## config.mk

```make
export PLATFORM = sky130hd
export DESIGN_NAME = keymatrix_modifier_translator_core
export DESIGN_NICKNAME = d
export VERILOG_FILES = /design/src/rtl/kmt_pkg.sv /design/src/rtl/kmt_fifo.sv /design/src/rtl/kmt_front.sv /design/src/rtl/kmt_back.sv /design/src/rtl/keymatrix_modifier_translator_core.sv
export VERILOG_INCLUDE_DIRS = /design/src /design/src/rtl
export SDC_FILE = /design/constraint.sdc
export NUM_CORES = 1
export LEC_CHECK = 0
export BUFFER_PORTS_ARGS = -buffer_cell sky130_fd_sc_hd__buf_4
export CORE_ASPECT_RATIO = 1.25
export CORE_MARGIN = 2
export CORE_UTILIZATION = 40
export CTS_BUF_LIST = sky130_fd_sc_hd__clkbuf_4
export DETAILED_ROUTE_END_ITERATION = 10
export GPL_ROUTABILITY_DRIVEN = 1
export GPL_TIMING_DRIVEN = 0
export PLACE_DENSITY = 0.53
export SKIP_CTS_REPAIR_TIMING = 1
export SKIP_LAST_GASP = 1
export SYNTH_ARGS = -nofsm -noshare
export SYNTH_HDL_FRONTEND = slang
export SYNTH_SLANG_ARGS = --single-unit
export TNS_END_PERCENT = 100
```

## constraint.sdc

```tcl
create_clock -name i_clk -period 5.6 [get_ports i_clk]
set_clock_uncertainty 0.05 [all_clocks]
set_input_delay 0.56 -clock i_clk [delete_from_list [all_inputs] [get_ports i_clk]]
set_output_delay 0.56 -clock i_clk [all_outputs]
set_load 0.03 [all_outputs]
```

## src/rtl/keymatrix_modifier_translator_core_defines.svh

```systemverilog
// Assertion macros shared by the keymatrix translator RTL.
`ifndef KEYMATRIX_MODIFIER_TRANSLATOR_CORE_DEFINES_SVH
`define KEYMATRIX_MODIFIER_TRANSLATOR_CORE_DEFINES_SVH

// Same-cycle implication, disabled while reset is asserted.
`define KMT_ASSERT_IMPLIES(lbl, clk, rst_n, ante, cons) \
    lbl: assert property (@(posedge clk) disable iff (!rst_n) (ante) |-> (cons)) \
        else $error("kmt assertion failed");

// Next-cycle implication, disabled while reset is asserted.
`define KMT_ASSERT_NEXT(lbl, clk, rst_n, ante, cons) \
    lbl: assert property (@(posedge clk) disable iff (!rst_n) (ante) |=> (cons)) \
        else $error("kmt assertion failed");

`endif

```

## src/rtl/kmt_pkg.sv

```systemverilog
// Types, keymaps and constants of the keymatrix translator.
package kmt_pkg;

    localparam int MAX_KEYS = 4;
    localparam int ROWS     = 4;
    localparam int COLS     = 10;

    localparam logic [1:0] MOD_ROW   = 2'd2;
    localparam logic [3:0] SYM_COL   = 4'd0;
    localparam logic [3:0] SHIFT_COL = 4'd8;

    localparam logic REG_BACKLIGHT_PEAK  = 1'b0;
    localparam logic REG_BACKLIGHT_FLOOR = 1'b1;

    localparam logic [7:0] PEAK_RESET  = 8'd255;
    localparam logic [7:0] FLOOR_RESET = 8'd64;

    localparam logic ACT_SCAN = 1'b0;
    localparam logic ACT_TICK = 1'b1;

    typedef enum logic [1:0] {
        MAP_LOWER,
        MAP_UPPER,
        MAP_SYMBOL
    } t_map_sel;

    typedef logic [6:0] t_keymap [0:ROWS-1][0:COLS-1];

    localparam t_keymap KEYMAP_LOWER = '{
        '{7'h71, 7'h77, 7'h65, 7'h72, 7'h74, 7'h79, 7'h75, 7'h69, 7'h6F, 7'h70},
        '{7'h61, 7'h73, 7'h64, 7'h66, 7'h67, 7'h68, 7'h6A, 7'h6B, 7'h6C, 7'h0A},
        '{7'h00, 7'h7A, 7'h78, 7'h63, 7'h76, 7'h62, 7'h6E, 7'h6D, 7'h00, 7'h08},
        '{7'h20, 7'h00, 7'h00, 7'h00, 7'h00, 7'h00, 7'h00, 7'h00, 7'h00, 7'h00}
    };

    localparam t_keymap KEYMAP_UPPER = '{
        '{7'h51, 7'h57, 7'h45, 7'h52, 7'h54, 7'h59, 7'h55, 7'h49, 7'h4F, 7'h50},
        '{7'h41, 7'h53, 7'h44, 7'h46, 7'h47, 7'h48, 7'h4A, 7'h4B, 7'h4C, 7'h0A},
        '{7'h00, 7'h5A, 7'h58, 7'h43, 7'h56, 7'h42, 7'h4E, 7'h4D, 7'h00, 7'h08},
        '{7'h20, 7'h00, 7'h00, 7'h00, 7'h00, 7'h00, 7'h00, 7'h00, 7'h00, 7'h00}
    };

    localparam t_keymap KEYMAP_SYMBOL = '{
        '{7'h31, 7'h32, 7'h33, 7'h34, 7'h35, 7'h36, 7'h37, 7'h38, 7'h39, 7'h30},
        '{7'h2E, 7'h2F, 7'h2B, 7'h2D, 7'h3D, 7'h3A, 7'h27, 7'h22, 7'h40, 7'h09},
        '{7'h00, 7'h5F, 7'h24, 7'h3B, 7'h3F, 7'h21, 7'h2C, 7'h2E, 7'h00, 7'h08},
        '{7'h20, 7'h00, 7'h00, 7'h00, 7'h00, 7'h00, 7'h00, 7'h00, 7'h00, 7'h00}
    };

    typedef struct packed {
        logic       action;
        logic [2:0] pressed_count;
        logic [1:0] key_row_0;
        logic [3:0] key_col_0;
        logic [1:0] key_row_1;
        logic [3:0] key_col_1;
        logic [1:0] key_row_2;
        logic [3:0] key_col_2;
        logic [1:0] key_row_3;
        logic [3:0] key_col_3;
        logic       symbol_released;
        logic       shift_released;
    } t_in_item;

    typedef struct packed {
        logic       char_valid;
        logic [6:0] char_code;
        logic [7:0] backlight_duty;
        logic       last;
    } t_out_item;

    // Classified scan/tick handed from front to back.
    typedef struct packed {
        logic [MAX_KEYS-1:0]      mask;
        logic [MAX_KEYS-1:0][6:0] chars;
        logic [7:0]               duty;
    } t_job;

    function automatic logic [6:0] key_char(t_map_sel sel, logic [1:0] row, logic [3:0] col);
        logic [6:0] c;
        c = '0;
        if (col < 4'(COLS)) begin
            case (sel)
                MAP_SYMBOL: c = KEYMAP_SYMBOL[row][col];
                MAP_UPPER:  c = KEYMAP_UPPER[row][col];
                default:    c = KEYMAP_LOWER[row][col];
            endcase
        end
        return c;
    endfunction

endpackage

```

## src/rtl/kmt_fifo.sv

```systemverilog
// Job queue between the classifying front end and the emitting back end.
`include "keymatrix_modifier_translator_core_defines.svh"

module kmt_fifo #(
    parameter int DEPTH = 2
) (
    input  logic          i_clk,
    input  logic          i_rst_n,
    input  logic          i_push,
    input  kmt_pkg::t_job i_data,
    output logic          o_full,
    input  logic          i_pop,
    output logic          o_valid,
    output kmt_pkg::t_job o_data
);

    localparam int PTR_W = (DEPTH > 1) ? $clog2(DEPTH) : 1;
    localparam int CNT_W = $clog2(DEPTH + 1);

    kmt_pkg::t_job    r_mem [DEPTH];
    logic [PTR_W-1:0] r_wr_ptr, n_wr_ptr;
    logic [PTR_W-1:0] r_rd_ptr, n_rd_ptr;
    logic [CNT_W-1:0] r_count, n_count;

    assign o_full  = (r_count == CNT_W'(DEPTH));
    assign o_valid = (r_count != '0);
    assign o_data  = r_mem[r_rd_ptr];

    always_comb begin
        n_wr_ptr = r_wr_ptr;
        n_rd_ptr = r_rd_ptr;
        n_count  = r_count;
        if (i_push) begin
            n_wr_ptr = (r_wr_ptr == PTR_W'(DEPTH - 1)) ? '0 : r_wr_ptr + 1'b1;
        end
        if (i_pop) begin
            n_rd_ptr = (r_rd_ptr == PTR_W'(DEPTH - 1)) ? '0 : r_rd_ptr + 1'b1;
        end
        if (i_push && !i_pop) begin
            n_count = r_count + 1'b1;
        end else if (i_pop && !i_push) begin
            n_count = r_count - 1'b1;
        end
    end

    always_ff @(posedge i_clk) begin
        if (!i_rst_n) begin
            r_wr_ptr <= '0;
            r_rd_ptr <= '0;
            r_count  <= '0;
        end else begin
            r_wr_ptr <= n_wr_ptr;
            r_rd_ptr <= n_rd_ptr;
            r_count  <= n_count;
        end
    end

    always_ff @(posedge i_clk) begin
        if (i_push) begin
            r_mem[r_wr_ptr] <= i_data;
        end
    end

    `KMT_ASSERT_IMPLIES(a_pop_not_empty, i_clk, i_rst_n, i_pop, r_count != '0)
    `KMT_ASSERT_NEXT(a_push_grows, i_clk, i_rst_n, i_push && !i_pop, r_count == $past(r_count) + 1'b1)
    `KMT_ASSERT_NEXT(a_pop_shrinks, i_clk, i_rst_n, i_pop && !i_push, r_count == $past(r_count) - 1'b1)

endmodule

```

## src/rtl/kmt_front.sv

```systemverilog
// Front end: takes transactions, updates modifiers and duty, builds jobs.
module kmt_front (
    input  logic             i_clk,
    input  logic             i_rst_n,
    input  logic             i_in_valid,
    output logic             o_in_ready,
    input  kmt_pkg::t_in_item i_in_data,
    input  logic             i_cfg_we,
    input  logic             i_cfg_index,
    input  logic [7:0]       i_cfg_data,
    input  logic             i_queue_full,
    output logic             o_push,
    output kmt_pkg::t_job    o_job
);

    logic [7:0] r_peak, n_peak;
    logic [7:0] r_floor, n_floor;
    logic       r_sym, n_sym;
    logic       r_shift, n_shift;
    logic       r_caps, n_caps;
    logic       r_armed, n_armed;
    logic [7:0] r_duty, n_duty;

    logic [1:0]                rows [kmt_pkg::MAX_KEYS];
    logic [3:0]                cols [kmt_pkg::MAX_KEYS];
    logic [2:0]                count_sat;
    logic [kmt_pkg::MAX_KEYS-1:0] slot_en;
    logic                      sym_hit, shift_hit, sym1, shift1, toggle, caps1, armed1;
    logic                      sym2, shift2;
    kmt_pkg::t_map_sel         sel;
    logic [6:0]                ch;

    assign rows[0] = i_in_data.key_row_0;
    assign rows[1] = i_in_data.key_row_1;
    assign rows[2] = i_in_data.key_row_2;
    assign rows[3] = i_in_data.key_row_3;
    assign cols[0] = i_in_data.key_col_0;
    assign cols[1] = i_in_data.key_col_1;
    assign cols[2] = i_in_data.key_col_2;
    assign cols[3] = i_in_data.key_col_3;

    assign o_in_ready = !i_queue_full;
    assign o_push     = i_in_valid && o_in_ready;

    always_comb begin
        count_sat = (i_in_data.pressed_count > 3'(kmt_pkg::MAX_KEYS))
                  ? 3'(kmt_pkg::MAX_KEYS) : i_in_data.pressed_count;
        sym_hit   = 1'b0;
        shift_hit = 1'b0;
        for (int i = 0; i < kmt_pkg::MAX_KEYS; i++) begin
            slot_en[i] = (3'(i) < count_sat);
            if (slot_en[i] && rows[i] == kmt_pkg::MOD_ROW && cols[i] == kmt_pkg::SYM_COL) begin
                sym_hit = 1'b1;
            end
            if (slot_en[i] && rows[i] == kmt_pkg::MOD_ROW && cols[i] == kmt_pkg::SHIFT_COL) begin
                shift_hit = 1'b1;
            end
        end
        sym1   = r_sym || sym_hit;
        shift1 = r_shift || shift_hit;
        toggle = sym1 && shift1 && r_armed;
        caps1  = r_caps ^ toggle;
        armed1 = r_armed && !toggle;

        if (sym1) begin
            sel = kmt_pkg::MAP_SYMBOL;
        end else if (shift1 || caps1) begin
            sel = kmt_pkg::MAP_UPPER;
        end else begin
            sel = kmt_pkg::MAP_LOWER;
        end

        // Releases land after translation; toggle rearms with both keys up.
        sym2   = sym1 && !i_in_data.symbol_released;
        shift2 = shift1 && !i_in_data.shift_released;

        o_job = '0;
        n_sym   = r_sym;
        n_shift = r_shift;
        n_caps  = r_caps;
        n_armed = r_armed;
        n_duty  = r_duty;
        ch      = '0;

        if (i_in_data.action == kmt_pkg::ACT_TICK) begin
            if (r_duty > r_floor) begin
                n_duty = r_duty - 1'b1;
            end
        end else begin
            for (int i = 0; i < kmt_pkg::MAX_KEYS; i++) begin
                ch = slot_en[i] ? kmt_pkg::key_char(sel, rows[i], cols[i]) : 7'd0;
                o_job.chars[i] = ch;
                o_job.mask[i]  = (ch != 7'd0);
            end
            n_sym   = sym2;
            n_shift = shift2;
            n_caps  = caps1;
            n_armed = armed1 || (!sym2 && !shift2);
            if (count_sat != 3'd0) begin
                n_duty = r_peak;
            end
        end
        o_job.duty = n_duty;

        if (!o_push) begin
            n_sym   = r_sym;
            n_shift = r_shift;
            n_caps  = r_caps;
            n_armed = r_armed;
            n_duty  = r_duty;
        end

        n_peak  = r_peak;
        n_floor = r_floor;
        if (i_cfg_we) begin
            case (i_cfg_index)
                kmt_pkg::REG_BACKLIGHT_PEAK:  n_peak  = i_cfg_data;
                kmt_pkg::REG_BACKLIGHT_FLOOR: n_floor = i_cfg_data;
                default: ;
            endcase
        end
    end

    always_ff @(posedge i_clk) begin
        if (!i_rst_n) begin
            r_peak  <= kmt_pkg::PEAK_RESET;
            r_floor <= kmt_pkg::FLOOR_RESET;
            r_sym   <= 1'b0;
            r_shift <= 1'b0;
            r_caps  <= 1'b0;
            r_armed <= 1'b1;
            r_duty  <= 8'd0;
        end else begin
            r_peak  <= n_peak;
            r_floor <= n_floor;
            r_sym   <= n_sym;
            r_shift <= n_shift;
            r_caps  <= n_caps;
            r_armed <= n_armed;
            r_duty  <= n_duty;
        end
    end

endmodule

```

## src/rtl/kmt_back.sv

```systemverilog
// Back end: walks each job's characters and drives the result register.
`include "keymatrix_modifier_translator_core_defines.svh"

module kmt_back (
    input  logic              i_clk,
    input  logic              i_rst_n,
    input  logic              i_job_valid,
    input  kmt_pkg::t_job     i_job,
    output logic              o_pop,
    output logic              o_out_valid,
    input  logic              i_out_ready,
    output kmt_pkg::t_out_item o_out_data
);

    logic                         r_busy, n_busy;
    logic [kmt_pkg::MAX_KEYS-1:0] r_mask, n_mask;
    logic [kmt_pkg::MAX_KEYS-1:0][6:0] r_chars, n_chars;
    logic [7:0]                   r_duty, n_duty;
    logic                         r_out_valid, n_out_valid;
    kmt_pkg::t_out_item           r_out, n_out;

    logic                         can_emit, emit, job_done;
    logic [kmt_pkg::MAX_KEYS-1:0] lowest, rem;
    logic [6:0]                   code;

    assign can_emit = !r_out_valid || i_out_ready;
    assign emit     = r_busy && can_emit;
    assign lowest   = r_mask & (~r_mask + 1'b1);
    assign rem      = r_mask & ~lowest;
    assign job_done = emit && (rem == '0);
    assign o_pop    = i_job_valid && (!r_busy || job_done);

    assign o_out_valid = r_out_valid;
    assign o_out_data  = r_out;

    always_comb begin
        code = '0;
        for (int i = 0; i < kmt_pkg::MAX_KEYS; i++) begin
            if (lowest[i]) begin
                code = code | r_chars[i];
            end
        end

        n_busy      = r_busy;
        n_mask      = r_mask;
        n_chars     = r_chars;
        n_duty      = r_duty;
        n_out_valid = r_out_valid && !i_out_ready;
        n_out       = r_out;

        if (emit) begin
            // Empty mask gives the single no-character result.
            n_out.char_valid     = (r_mask != '0);
            n_out.char_code      = code;
            n_out.backlight_duty = r_duty;
            n_out.last           = (rem == '0);
            n_out_valid          = 1'b1;
            n_mask               = rem;
        end
        if (job_done) begin
            n_busy = 1'b0;
        end
        if (o_pop) begin
            n_busy  = 1'b1;
            n_mask  = i_job.mask;
            n_chars = i_job.chars;
            n_duty  = i_job.duty;
        end
    end

    always_ff @(posedge i_clk) begin
        if (!i_rst_n) begin
            r_busy      <= 1'b0;
            r_out_valid <= 1'b0;
        end else begin
            r_busy      <= n_busy;
            r_out_valid <= n_out_valid;
        end
    end

    always_ff @(posedge i_clk) begin
        r_mask  <= n_mask;
        r_chars <= n_chars;
        r_duty  <= n_duty;
        r_out   <= n_out;
    end

    `KMT_ASSERT_IMPLIES(a_empty_is_last, i_clk, i_rst_n, r_out_valid && !r_out.char_valid, r_out.last)
    `KMT_ASSERT_NEXT(a_pop_loads, i_clk, i_rst_n, o_pop, r_busy)
    `KMT_ASSERT_NEXT(a_done_idles, i_clk, i_rst_n, job_done && !o_pop, !r_busy)

endmodule

```

## src/rtl/keymatrix_modifier_translator_core.sv

```systemverilog
// Path: job queue, back-end job registers, result register. Throughput: a transaction
// is taken every cycle while the job queue has room; the back end drives one result
// per cycle while the result channel takes it, and a scan gives max(characters, 1)
// results. The single result register and the back end's walk set the rate.
// Reset (i_rst_n low, synchronous): modifiers clear, caps toggle arms, duty 0,
// peak 255, floor 64, queue and result register empty.
module keymatrix_modifier_translator_core #(
    parameter int QUEUE_DEPTH = 2
) (
    input  logic               i_clk,
    input  logic               i_rst_n,
    // input channel
    input  logic               i_in_valid,
    output logic               o_in_ready,
    input  kmt_pkg::t_in_item  i_in_data,
    // result channel
    output logic               o_out_valid,
    input  logic               i_out_ready,
    output kmt_pkg::t_out_item o_out_data,
    // configuration writes
    input  logic               i_cfg_we,
    input  logic               i_cfg_index,
    input  logic [7:0]         i_cfg_data
);

    // Front to queue
    logic          push;
    logic          queue_full;
    kmt_pkg::t_job push_job;

    // Queue to back
    logic          pop;
    logic          job_valid;
    kmt_pkg::t_job pop_job;

    // Front end: applies the whole transaction to the modifier, caps-lock and duty
    // state at acceptance, so the job carries final duty and translated characters.
    kmt_front u_front (
        .i_clk        (i_clk),
        .i_rst_n      (i_rst_n),
        .i_in_valid   (i_in_valid),
        .o_in_ready   (o_in_ready),
        .i_in_data    (i_in_data),
        .i_cfg_we     (i_cfg_we),
        .i_cfg_index  (i_cfg_index),
        .i_cfg_data   (i_cfg_data),
        .i_queue_full (queue_full),
        .o_push       (push),
        .o_job        (push_job)
    );

    // Short job queue decouples scan intake from result drain.
    kmt_fifo #(
        .DEPTH (QUEUE_DEPTH)
    ) u_fifo (
        .i_clk   (i_clk),
        .i_rst_n (i_rst_n),
        .i_push  (push),
        .i_data  (push_job),
        .o_full  (queue_full),
        .i_pop   (pop),
        .o_valid (job_valid),
        .o_data  (pop_job)
    );

    // Back end: one result per non-null character in slot order, or a single
    // empty result; next job is loaded in the cycle the last result issues.
    kmt_back u_back (
        .i_clk       (i_clk),
        .i_rst_n     (i_rst_n),
        .i_job_valid (job_valid),
        .i_job       (pop_job),
        .o_pop       (pop),
        .o_out_valid (o_out_valid),
        .i_out_ready (i_out_ready),
        .o_out_data  (o_out_data)
    );

endmodule
```

# Word level (Yosys, flattened, before mapping)
# Memories as Yosys holds them, arrays and structs flattened. A register that Yosys moved wholly into a read port is not among the register bits.
# Cells that the tools add are included.
# classes
bitwise	18
reduce_logical	60
mux	120
eq_ne	11
n_addsub	6
magnitude_cmp	18
# op_table
operator	n
binary-select mux 70 bit (select 2 bit)	12
2-to-1 mux 70 bit	24
binary-select mux 7 bit (select 4 bit)	12
2-to-1 mux 7 bit	40
case mux 7 bit (2 select lines)	4
2-to-1 mux 32 bit	1
nonzero test 7 bit	4
logical AND 1 bit	25
2-to-1 mux 8 bit	3
OR 7 bit	3
greater-or-equal comparator 5 bit, second input constant	4
logical NOT 4 bit	5
NOT 4 -> 5 bit	4
2-to-1 mux 1 bit	18
equality test 4 bit, second input constant	4
less-than comparator 4 bit, second input constant	4
equality test 2 bit, second input constant	6
greater-or-equal comparator 3 bit, second input constant	4
NOT 2 -> 3 bit	4
logical NOT 1 bit	11
AND 4 bit	2
> comparator 8 bit	1
2-to-1 mux 4 bit	2
NOT 4 bit	2
18 further kinds	34
# word_totals
mem_count	1
in_bits	44
out_inout_bits	19
ram_bits	80
register_bits	91
word_cells	256
# mem_list
memory	depth	width	rd	rd_ports_with_merged_regs	wr	line_no	rtl
u_fifo.r_mem	2	40	1	1	1	kmt_fifo.sv:20	kmt_pkg::t_job r_mem [DEPTH];

# Depth between registers and ports, before layout
# logic_depth
ltp_word	23
ltp_mapped	12
depth_no_buf	9

# Modules after synthesis
# A second synthesis with hierarchy kept.
# hier_totals
hier_cells	1107
area_unflattened_um2	10786.6
# by_module_without_submodules
module	seq_area_each_um2	cells_per_inst	area_each_um2	instances
kmt_front	560.5	836	5521.5	1
kmt_fifo	2502.4	146	3094.2	1
kmt_back	1751.7	125	2170.8	1

# Worst setup path before layout
# OpenSTA, ideal clock, no wires.
# synth_path
path_type	input to register
from	input port i_in_data[6] (netlist bit)
to	memory u_fifo.r_mem[0][37] (netlist bit) (data pin)
stages	10
required_ns	5.272
path_buffers	2
slack_ns	2.289
setup_time_ns	0.278
t_arrival_ns	2.983
cell_sequence	clkbuf_1 > inv_1 > ha_1 > clkbuf_1 > a41oi_1 > nand4_1 > a2111oi_0 > a211oi_1 > or4_1 > or4_1
# synth_lines
item	line_no	rtl
start: declaration	keymatrix_modifier_translator_core.sv:15	input kmt_pkg::t_in_item i_in_data,
end: declaration	kmt_fifo.sv:20	

==> key figures <==
Clock network
  – Clk_lat worst skew: 0.54 ns
  – Clock buffer depth: 2
  – TritonCTS buffer count: 17
  – TritonCTS clock tree: yes
  – Clock-pin slew on the worst setup and hold paths: 0.15 ns
  – CTS HTree Levels: 4
  – Sink Count: 172
  – CTS root buf: clkbuf_4

Floorplanning
  – Die Footprint: 28000 sq um
  – Die Width: 150 um
  – Die H: approximately 190 um
  – Core box area: approximately 26000 sq um
  – Starting Density: 0.409
  – I/O pins: 63
  – Core Rows: 66

Setup path
  – Reg2reg start: u_back.r_mask[1]$_DFFE_PP_
  – Crit path max fanout: 10
  – WS Path Type: input pin to register
  – Reg2reg setup slack: 2.66 ns
  – R2r endpoint: u_back.r_mask[1]$_DFFE_PP_
  – Crit. End Element: register
  – Cells on worst reg2reg path: 8
  – Worst path required time: 5.77 ns
  – WP data arrival: about 4.0 ns
  – CP startpoint kind: input pin

STA
  – Worst-Margin Slew: 1.16 ns
  – Final-report hold violation count: 0
  – FMAX: 0.264 GHz
  – Relative slew slack: 0.217
  – Setup TNS: 0 ns
  – Slew Viols, Final: 0
  – Setup slack after layout: 1.81 ns
  – Unrepaired setup endpoints after global routing: no
  – WHS: 0.197 ns
  – Fin crit period: 3.79 ns
  – Final worst-path cycle share: 0.677
  – Final setup violation count: 0

Logic synthesis
  – Largest family of logic cells by synthesized area: compound AO/OA/AOI/OAI gates
  – Synthesized cell area: 10700 sq um
  – Synth Area in XOR/XNOR: 0.00985
  – Synthesis Warnings: 0
  – Syn_area_per_cell: roughly 10 sq um
  – Asr flop ratio synth: 0
  – Count of different cell masters after synthesis: 79
  – EDFF count, synth: 137
  – Mux cell area share after synthesis: 0.0700
  – Synth Area in Adders: 0.0408
  – Compound-Gate Fraction of Synth Area: 0.208
  – Seq cells post-synth: 172
  – Synthesized instance count: 1096
  – Top_reg_cell synth: edfxtp_1
  – Post-synthesis sequential area ratio: 0.451
  – Simple-gate area share of the yosys netlist: 0.172
  – Syn_nets: 1174

Worst hold path
  – Worst min-delay path startpoint: i_cfg_data[0]
  – Hold Crit Class: input pin to register
  – Hold Crit Depth: 3
  – Hold Path End: u_front.r_peak[0]$_SDFFE_PN1P_

Final layout
  – Nets: 1251
  – Non-filler cells, final: 1527
  – Finished Core Util: 0.456
  – Syn-to-layout area delta: 11.5%
  – Sequential cell area: 4810 sq um
  – Share of cells above drive strength 1: 0.127
  – Multi-input gate area: roughly 5300 sq um
  – Fill cells: 2600

GRT
  – GRT Util Overall: 0.210
  – Initial antenna violation count: 1
  – First-pass GRT wire length: 46800 um
  – Vias in the first global route: around 8500
  – GRT overflow: 0
  – Pin count of the biggest net entering global routing: 38

Power
  – Combinational Power Share: 0.339
  – Worst vdd ir: 0.000160 V
  – Static leakage: about 4.2 nW
  – Psw: 1.46 mW
  – Register share of total power: 0.472
  – PwrDens: 349 nW/um^2
  – Clk pwr share: 0.189
  – Internal power: between 2 and 3 mW
  – Sw frac: 0.352

Place
  – Pre-CTS setup slack: between 1 and 1.5 ns
  – Placed Cells: ~1500
  – Routability Congestion: 0.932
  – Port bufs: 56
  – DP HPWL: 21400 um

Run status
  – Outcome: complete, no violations

Detailed routing
  – WL per Instance: between 15 and 20 um
  – Vias: ~8900
  – Detailed Routing Iterations Pass 1: 7
  – Final wirelength: ~29000 um
  – Starting DRT DRC Count: 675
  – DR DRC count: 0
  – Routed vias/inst: 5.80
  – Remaining antenna violation count: 0

Run
  – Maxcap violations: 0
-- through the flow --
stage / total power [mW] / area [sq um]
CTS: 4.19 / 11900
detailed placement: 3.41 / 11600
finish: 4.15 / 11900
global route: 4.41 / 11900
floorplan: 2.93 / 10700
global placement: 3.39 / 11500
-- logic make-up (layout without fill, tap and decap cells) --
family                     after synthesis  count (layout)
AOI/OAI and AO/OA                      311             311
xor gates and xnor gates                12              12
adders and majority gates               35              35
buffers and inverters                  132             222
DFF                                    172             172
muxes                                   67              67
other                                    0               1
and+or+nand+nor                        367             367
-- registers in the layout (all words and copies together) (netlist names), named ones only --
register,count
u_front.r_sym,1
u_front.r_shift,1
u_back.o_out_data,17
u_back.r_chars,28
u_back.r_busy,1
u_front.r_peak,8
u_front.r_duty,8
u_fifo.r_count,2
u_fifo.r_wr_ptr,1
u_front.r_caps,1
u_back.o_out_valid,1
u_front.r_armed,1
u_back.r_mask,4
u_front.r_floor,8
u_back.r_duty,8
u_fifo.r_mem,80
u_fifo.r_rd_ptr,1
-- how the worst max path moves through the flow --
stage                                     to                      startpoint  slack (ns)  depth (start not counted)
5_1_grt        u_fifo.r_mem[0][39]$_DFFE_PP_                    i_in_data[6]        1.78                         12
6_report       u_fifo.r_mem[0][39]$_DFFE_PP_                    i_in_data[6]        1.81                         12
3_3_place_gp   u_fifo.r_mem[0][37]$_DFFE_PP_  u_fifo.r_count[0]$_SDFFE_PN0P_        1.23                          4
2_1_floorplan  u_fifo.r_mem[0][37]$_DFFE_PP_                    i_in_data[6]        2.29                         10
3_5_place_dp   u_fifo.r_mem[1][39]$_DFFE_PP_                    i_in_data[6]        1.24                         12
4_1_cts        u_fifo.r_mem[0][39]$_DFFE_PP_                    i_in_data[6]        1.86                         12
-- power groups by stage --
| stage | sequential (mW) | combinational, mW | clock (mW) |
|---|---|---|---|
| floorplan | 2.05 | 0.885 | 0 |
| global placement | 2.00 | 1.39 | 0 |
| detailed placement | 1.99 | 1.41 | 0 |
| CTS | 1.96 | 1.42 | 0.807 |
| global route | 1.99 | 1.56 | 0.862 |
| finish | 1.96 | 1.41 | 0.785 |
-- worst max-delay path, cell delays in order --
cell	delay, ns
buf_4	0.13
clkbuf_1	0.21
inv_1	0.17
ha_1	0.16
clkbuf_1	0.40
a41oi_1	0.33
nand4_1	0.34
buf_4	0.27
clkbuf_1	0.50
a41oi_1	0.20
o211ai_1	0.38
o2111ai_1	0.32
-- cell type report --
cell class,count,area share
clock buffers,18,0.0114
well taps,340,0.0358
repair buffers,58,0.0393
clock inverters,14,0.0156
multi-input cells,792,0.449
flip-flops and latches,172,0.405
plain buffers,89,0.0304
diodes,1,0.000210
inverters,43,0.0136
-- layout by cell type (no fill, tap or decap), types with 19 or more instances in the layout --
cell type / synthesis / layout
ha_1: 34 / 34
a211oi_1: 39 / 39
a311oi_1: 19 / 19
inv_1: 39 / 38
nand2_1: 95 / 95
o211ai_1: 19 / 19
nor2b_1: 29 / 29
edfxtp_1: 137 / 137
a21oi_1: 51 / 51
nor2_1: 85 / 84
mux2_2: 41 / 41
nor3_1: 27 / 27
o21ai_0: 51 / 51
clkbuf_1: 70 / 70
buf_4: 1 / 57
mux2i_1: 24 / 24
nand3_1: 37 / 37
dfxtp_1: 35 / 35
-- Yosys cell counts, drive strengths merged (29+ instances only) --
cell	number	area share
a211oi	39	0.027
nor2b	29	0.017
mux2	41	0.043
inv	39	0.014
ha	34	0.040
o21ai	52	0.024
clkbuf	70	0.025
nand3	37	0.017
nand2	95	0.033
edfxtp	137	0.39
dfxtp	35	0.066
nor2	85	0.030
a21oi	52	0.025
-- per-layer routing --
metal / vias up / track usage / share of wire
met5: - / 0 / 0
met4: 0 / 0.0610 / 0.019
met3: 35 / 0.0203 / 0.048
met2: 302 / 0.344 / 0.48
met1: 4205 / 0.294 / 0.45
li1: 4309 / - / -
(Power assumes the default switching activity.)
